[src/hdl/sma_pkg.sv]
// ----------------------------------------------------------------------------
// Sparse matrix add merge package
// Transaction types, field widths and opcodes shared by the block.
// ----------------------------------------------------------------------------
`timescale 1ns / 1ps
`default_nettype none

package sma_pkg;

  localparam int unsigned MaxTermsDef = 32;
  localparam int unsigned MaxDimDef   = 1024;

  localparam int unsigned CoordW = 10;
  localparam int unsigned KeyW   = 2 * CoordW;
  localparam int unsigned ExtW   = CoordW + 1;
  localparam int unsigned ValueW = 32;

  localparam logic [1:0] OP_LOAD_A = 2'd0;
  localparam logic [1:0] OP_LOAD_B = 2'd1;
  localparam logic [1:0] OP_RUN    = 2'd2;

  typedef struct packed {
    logic [1:0]               opcode;
    logic [CoordW-1:0]        entry_row;
    logic [CoordW-1:0]        entry_col;
    logic signed [ValueW-1:0] entry_value;
  } sma_in_t;

  typedef struct packed {
    logic [CoordW-1:0]        sum_row;
    logic [CoordW-1:0]        sum_col;
    logic signed [ValueW-1:0] sum_value;
    logic                     has_entry;
    logic                     size_error;
    logic                     last;
  } sma_out_t;

  typedef struct packed {
    logic [KeyW-1:0]   key;
    logic [ValueW-1:0] value;
  } sma_entry_t;

  typedef struct packed {
    logic [ExtW-1:0] rows;
    logic [ExtW-1:0] cols;
  } sma_extent_t;

endpackage

`default_nettype wire

[src/hdl/sma_store.sv]
// ----------------------------------------------------------------------------
// Sparse matrix store
// Entry memory with registered read, fill count, last key and extent tracking.
// ----------------------------------------------------------------------------
`timescale 1ns / 1ps
`default_nettype none

module sma_store #(
  parameter int unsigned MAX_TERMS = sma_pkg::MaxTermsDef,
  parameter int unsigned MAX_DIM   = sma_pkg::MaxDimDef,
  localparam int unsigned IdxW = (MAX_TERMS > 1) ? $clog2(MAX_TERMS) : 1,
  localparam int unsigned CntW = $clog2(MAX_TERMS + 1)
) (
  input  logic                      clk_i,
  input  logic                      rst_ni,
  input  logic                      load_i,
  input  logic                      clear_i,
  input  logic [sma_pkg::CoordW-1:0] row_i,
  input  logic [sma_pkg::CoordW-1:0] col_i,
  input  logic [sma_pkg::ValueW-1:0] value_i,
  input  logic [IdxW-1:0]           rd_addr_i,
  output sma_pkg::sma_entry_t       rd_data_o,
  output logic [CntW-1:0]           cnt_o,
  output sma_pkg::sma_extent_t      extent_o
);
  import sma_pkg::*;

  sma_entry_t        mem_q [MAX_TERMS];
  sma_entry_t        rd_q;
  logic [CntW-1:0]   cnt_q, cnt_d;
  logic [KeyW-1:0]   last_q, last_d;
  sma_extent_t       ext_q, ext_d;
  logic [KeyW-1:0]   key;
  logic [ExtW-1:0]   row_p1, col_p1;
  logic              in_range, not_full, in_order, wr_en;

  assign key      = {row_i, col_i};
  assign row_p1   = {1'b0, row_i} + ExtW'(1);
  assign col_p1   = {1'b0, col_i} + ExtW'(1);
  assign in_range = ({1'b0, row_i} < ExtW'(MAX_DIM)) && ({1'b0, col_i} < ExtW'(MAX_DIM));
  assign not_full = cnt_q != CntW'(MAX_TERMS);
  assign in_order = (cnt_q == '0) || (key > last_q);
  assign wr_en    = load_i && in_range && not_full && in_order;

  always_comb begin
    cnt_d  = cnt_q;
    last_d = last_q;
    ext_d  = ext_q;
    if (clear_i) begin
      cnt_d = '0;
      ext_d = '0;
    end else if (wr_en) begin
      cnt_d  = cnt_q + CntW'(1);
      last_d = key;
      if (ext_q.rows < row_p1) begin
        ext_d.rows = row_p1;
      end
      if (ext_q.cols < col_p1) begin
        ext_d.cols = col_p1;
      end
    end
  end

  always_ff @(posedge clk_i or negedge rst_ni) begin
    if (!rst_ni) begin
      cnt_q  <= '0;
      last_q <= '0;
      ext_q  <= '0;
    end else begin
      cnt_q  <= cnt_d;
      last_q <= last_d;
      ext_q  <= ext_d;
    end
  end

  always_ff @(posedge clk_i) begin
    if (wr_en) begin
      mem_q[cnt_q[IdxW-1:0]] <= '{key: key, value: value_i};
    end
    rd_q <= mem_q[rd_addr_i];
  end

  assign rd_data_o = rd_q;
  assign cnt_o     = cnt_q;
  assign extent_o  = ext_q;

endmodule

`default_nettype wire

[config.mk]
export PLATFORM = sky130hd
export DESIGN_NAME = sma_store
export DESIGN_NICKNAME = d
export VERILOG_FILES = /design/src/hdl/sma_pkg.sv /design/src/hdl/sma_store.sv
export SDC_FILE = /design/constraint.sdc
export NUM_CORES = 1
export LEC_CHECK = 0
export BUFFER_PORTS_ARGS = -buffer_cell sky130_fd_sc_hd__buf_4
export CAP_MARGIN = 20
export CORE_MARGIN = 1
export CORE_UTILIZATION = 36
export CTS_BUF_LIST = sky130_fd_sc_hd__clkbuf_8
export DETAILED_ROUTE_END_ITERATION = 10
export SYNTH_ARGS = -nofsm -noshare
export SYNTH_HDL_FRONTEND = slang
export SYNTH_SLANG_ARGS = --single-unit
[constraint.sdc]
create_clock -name clk_i -period 4.39 [get_ports clk_i]
set_input_delay 0.878 -clock clk_i [delete_from_list [all_inputs] [get_ports clk_i]]
set_output_delay 0.878 -clock clk_i [all_outputs]
set_load 0.01 [all_outputs]
# Yosys cells after proc, flatten, opt, wreduce, memory -nomap -nowiden
# Memory sizes are Yosys's and may differ from the RTL's. A register that Yosys moved wholly into a read port is not among the register bits.
# Index checks and enable logic that the tools add are counted.
# classes
n_addsub	3
multipliers	0
n_div	0
order_cmp	3
eq_ne	1
n_shift	0
muxes	8
n_bitwise	1
n_reduce_logical	10
# op_table
op	n
$mux 22	2
$add 10x1->11 const B	2
$lt 11x11->1	2
$mux 11	2
$gt 20x20->1	1
$mux 6	2
$add 6x1->6 const B	1
$logic_not 6->1	1
$ne 6x6->1 const B	1
$reduce_and 2->1	3
$reduce_bool 2->1	3
$logic_and 1x1->1	2
$mux 1	2
$logic_or 1x1->1	1
$not 1->1	1
# totals
register_bits	48
latch_bits	0
ramBits	1664
romBits	0
inputBits	61
output_inout_bits	80
elab_cells	31
n_memories	1
# mem_list
name	words	word_bits	read_ports	rd_ports_with_merged_regs	write_ports	line_no	source
mem_q	32	52	1	1	1	sma_store.sv:28	sma_entry_t mem_q [MAX_TERMS];

# Longest topological paths before layout
# depth
word_depth	5
mapped_depth	12
mapped_depth_nobuf	11

# Worst setup path after synthesis
# No wires, ideal clock.
# synth_path
kind	input-to-reg
startpoint	in row_i[5] (netlist bit)
endpoint	mem mem_q[30][0] (netlist bit) (enable)
setup_time_ns	0.462
arrival_time_ns	4.706
t_required_ns	3.928
slack_ns	-0.778
stages	7
n_path_buf	0
path_cell_list	ha_1 > nand4_1 > or4_4 > a21oi_2 > a211o_1 > nand3_1 > nor2_1
# synth_between
elab_chain_cells	5
# synth_rtl
element	line_no	source
from (decl)	sma_store.sv:18	input logic [sma_pkg::CoordW-1:0] row_i,
$gt 20x20->1	sma_store.sv:42	assign in_order = (cnt_q == '0) || (key > last_q);
$logic_or 1x1->1	sma_store.sv:42	
$logic_and 1x1->1	sma_store.sv:43	assign wr_en = load_i && in_range && not_full && in_order;
$mux 1	sma_store.sv:77	if (wr_en) begin
$mux 1 (implied by the code)	sma_store.sv:78	mem_q[cnt_q[IdxW-1:0]] <= '{key: key, value: value_i};
to (decl)	sma_store.sv:28	
# Every way passes these cells.

# Worst setup path after layout
# layout_path
startpoint	reg last_q[15]
endpoint	mem mem_q[26][49] (netlist bit) (enable)
# layout_between
elab_chain_cells	5
# layout_rtl
element	line_no	source
from (decl)	sma_store.sv:31	logic [KeyW-1:0] last_q, last_d;
from (signal assigned)	sma_store.sv:71	last_q <= last_d;
$gt 20x20->1	sma_store.sv:42	
$logic_or 1x1->1	sma_store.sv:42	
$logic_and 1x1->1	sma_store.sv:43	
$mux 1	sma_store.sv:77	
$mux 1 (implied by the code)	sma_store.sv:78	
# Every way passes these cells.

==> metrics.txt <==
end of the worst register-to-register path=mem_q[26][49]; Vias/cell=5.24; maximum vdd ir drop=0.275 mV; Sw Share=0.231; Post-Route Utilization=0.423; slowest CP cell=or4_4; Die Wd=435 µm; share of layout cells above drive strength 1=0.367; CTS tree=built; Syn Std Cell Area=67400 µm²; status=complete, no violations; Hold Slack=0.124 ns; largest area contributor in the netlist=edfxtp_1; filler instances=15900; clk_lat worst skew=1.01 ns; most frequent CP cell=buf_4; Top-Level Pins=141; TritonRoute pass-1 iters=5; R2R cell count=10; Tot GR Track Use=0.170; Finished Layout Cells=5929; worst path required time=5.04 ns; CTS-repair resized insts=0; clk root buf=clkbuf_8; DPL Wire Length=90.7 mm; ANT nets after route=0; crit path cell chain=inv_1 -> ha_1 -> nand4_1 -> or4_4 -> a21oi_2 -> a211o_1 -> nand3_1 -> buf_4 -> nor2_4 -> buf_4; fin crit share=0.800; vias in the first global route=32900; Core ar.=186000 µm²; hold endpoint=last_q[5]; area of the multi-input gates=14700 µm²; Total Routed Length=159 mm; gpl congestion=0.758; Synth Area per Inst=24.2 µm²; first-pass GRT wire length=231 mm; Synth Instances=2784; Nets=3347; Leak=25.3 nW; total CTS buffers=303; CP arrival=4.16 ns; clock share of power=0.385; RSZ-0062 raised after global routing=no; number of synthesized flops with an enable pin=1664; clock sink count=1764; critical path class=reg2reg; register area share after synthesis=0.775; Area contributors post-synth=edfxtp_1 74%, mux4_2 17%, dfrtp_1 1.8%; die area=189000 µm²; Worst Setup Start Kind=flop; DR WL/cell=26.8 µm; Fin Clk Skew=0.0661 ns; row count=158; fmax=285 MHz; Hold Violations, Final=0; count leader, synth=edfxtp_1; Iteration-0 DRC Markers=2647; dpl cells=5414; H-tree levels=5; flop2flop setup slack=0.88 ns; Port-buffer cells=140; largest net degree at the start of global routing=63; Seq cells post-synth=1764; total of warnings raised by yosys=0; synth unique cells=51; Final Power=35.2 mW; clk slew on worst S/H paths=0.06 ns; crit-path max cell delay=0.60 ns; hold-critical path depth=2; top cell type's share of synthesized area=0.742; Initial Utilization=0.363; gr ovfl total=0; r2r startpoint=last_q[15]; final worst path period need=3.51 ns; Reg power frac=0.538; setup violators final=0; Layout area overhead=16.5%; critical-path maximum fanout=8; initial antenna violation count=6; Psw=8.12 mW; Async SR Flop Fraction=0.0272; Worst Hold Launch=col_i[5]; top cells by count, synth=1664 x edfxtp_1, 520 x mux4_2, 66 x clkbuf_1, 52 x dfxtp_1, 52 x mux2_2; power per cell area=449 nW/µm²; worst min-delay path class=in2reg; worst-margin pin slew=0.993 ns; Max Root-Sink Buffers=4; via count=31100; dominant register cell in the synthesized netlist=edfxtp_1; Syn Nets=2891; Logic pwr share=0.078; Die H=435 µm; register area=52200 µm²; Max Cap Viol=0; critical path endpoint category=flop; setup_tns=0 ns; Cell Int Power=27.1 mW; Slew Viols, Final=0; slew margin rel.=0.338; # DRC=0
## routing by layer
layer  global-route usage  vias to the layer above  routed length, µm
met3               0.0389                      218              10300
met1                0.238                    16900              69600
met5                    0                        -                 13
met4               0.0427                        2               2760
li1                     -                    12900                  -
met2                0.268                     1034              76400
## flip-flops by register name (all words and copies together), names as in the netlist
signal	cells
cnt_o	6
extent_o	22
last_q	20
mem_q	1664
rd_data_o	52
## power by group through the flow
stage / clock network [mW] / logic [mW] / registers (mW)
floorplan: 0 / 1.48 / 19.3
finish: 13.6 / 2.73 / 18.9
global route: 14.7 / 2.96 / 19.0
global placement: 0 / 2.76 / 19.3
CTS: 13.9 / 2.79 / 18.9
detailed placement: 0 / 2.78 / 19.3
## logic make-up (layout without fill, tap and decap cells)
| logic type | Yosys count | in the layout | share of synthesized area |
|---|---|---|---|
| flip-flops | 1764 | 1764 | 0.775 |
| multiplexers | 594 | 594 | 0.186 |
| buffers and inverters | 163 | 825 | 0.0103 |
| AND/OR/NAND/NOR | 112 | 112 | 0.00880 |
| AO/OA/AOI/OAI | 89 | 89 | 0.00893 |
| adder cells (fa/ha/maj) | 46 | 46 | 0.00854 |
| XOR/XNOR | 16 | 16 | 0.00208 |
| other | 0 | 3 | 0 |
## worst max-delay path: cells and delay by family, from the launching register on
| family | cells | cell delay, ns |
|---|---|---|
| AOI/OAI and AO/OA | 2 | 0.44 |
| adders and majority gates | 1 | 0.31 |
| buffers and inverters | 3 | 0.60 |
| DFF | 1 | 0.35 |
| and+or+nand+nor | 4 | 1.47 |
## worst max path at each step
stage / from / to / slack [ns]
floorplan: row_i[5] / mem_q[30][0] / -0.78
global placement: row_i[5] / mem_q[27][15] / 0.31
detailed placement: row_i[5] / mem_q[27][49] / 0.30
CTS: last_q[15] / mem_q[27][49] / 0.82
global route: last_q[15] / mem_q[27][44] / 0.72
finish: last_q[15] / mem_q[26][49] / 0.88
## cells in the final DEF, fill, tap and decap left out, types with 4 or more instances in the layout
cell type	count
nor2_4	30
dfxtp_1	52
buf_4	219
nand2_1	10
clkbuf_8	320
mux2_1	22
mux4_2	520
clkinv_1	48
nand4_1	14
xor2_1	14
o211ai_1	4
dfrtp_1	48
edfxtp_1	1664
a211oi_1	16
clkinvlp_4	6
bufinv_16	8
inv_1	125
a21oi_1	35
mux2_2	52
buf_12	63
clkinv_2	26
ha_1	46
o21ai_1	8
nand3_1	19
a21o_1	7
and3_1	4
nor2_1	5
and2_1	4
## what timing repair did
item,CTS,global route
setup endpoints to repair,0,0
hold buffers,1,0
buffers inserted,0,0
hold endpoints to repair,48,0
## area by class of cell
type / count / share of cell area
well taps: 2480 / 0.0395
repair buffers: 287 / 0.0379
multi-input cells: 857 / 0.187
flip-flops and latches: 1764 / 0.665
clock inverters: 191 / 0.0129
inverters: 27 / 0.00132
diodes: 3 / 0.0000956
clock buffers: 320 / 0.0561
## through the flow
stage / instance area, µm² / worst slack, ns
after floorplan: 67400 / -0.778
after global placement: 73100 / 0.314
final: 78500 / 0.879
after CTS: 78500 / 0.821
after detailed placement: 73100 / 0.298
after global routing: 78500 / 0.724
Power figures use the tool's default switching activity.
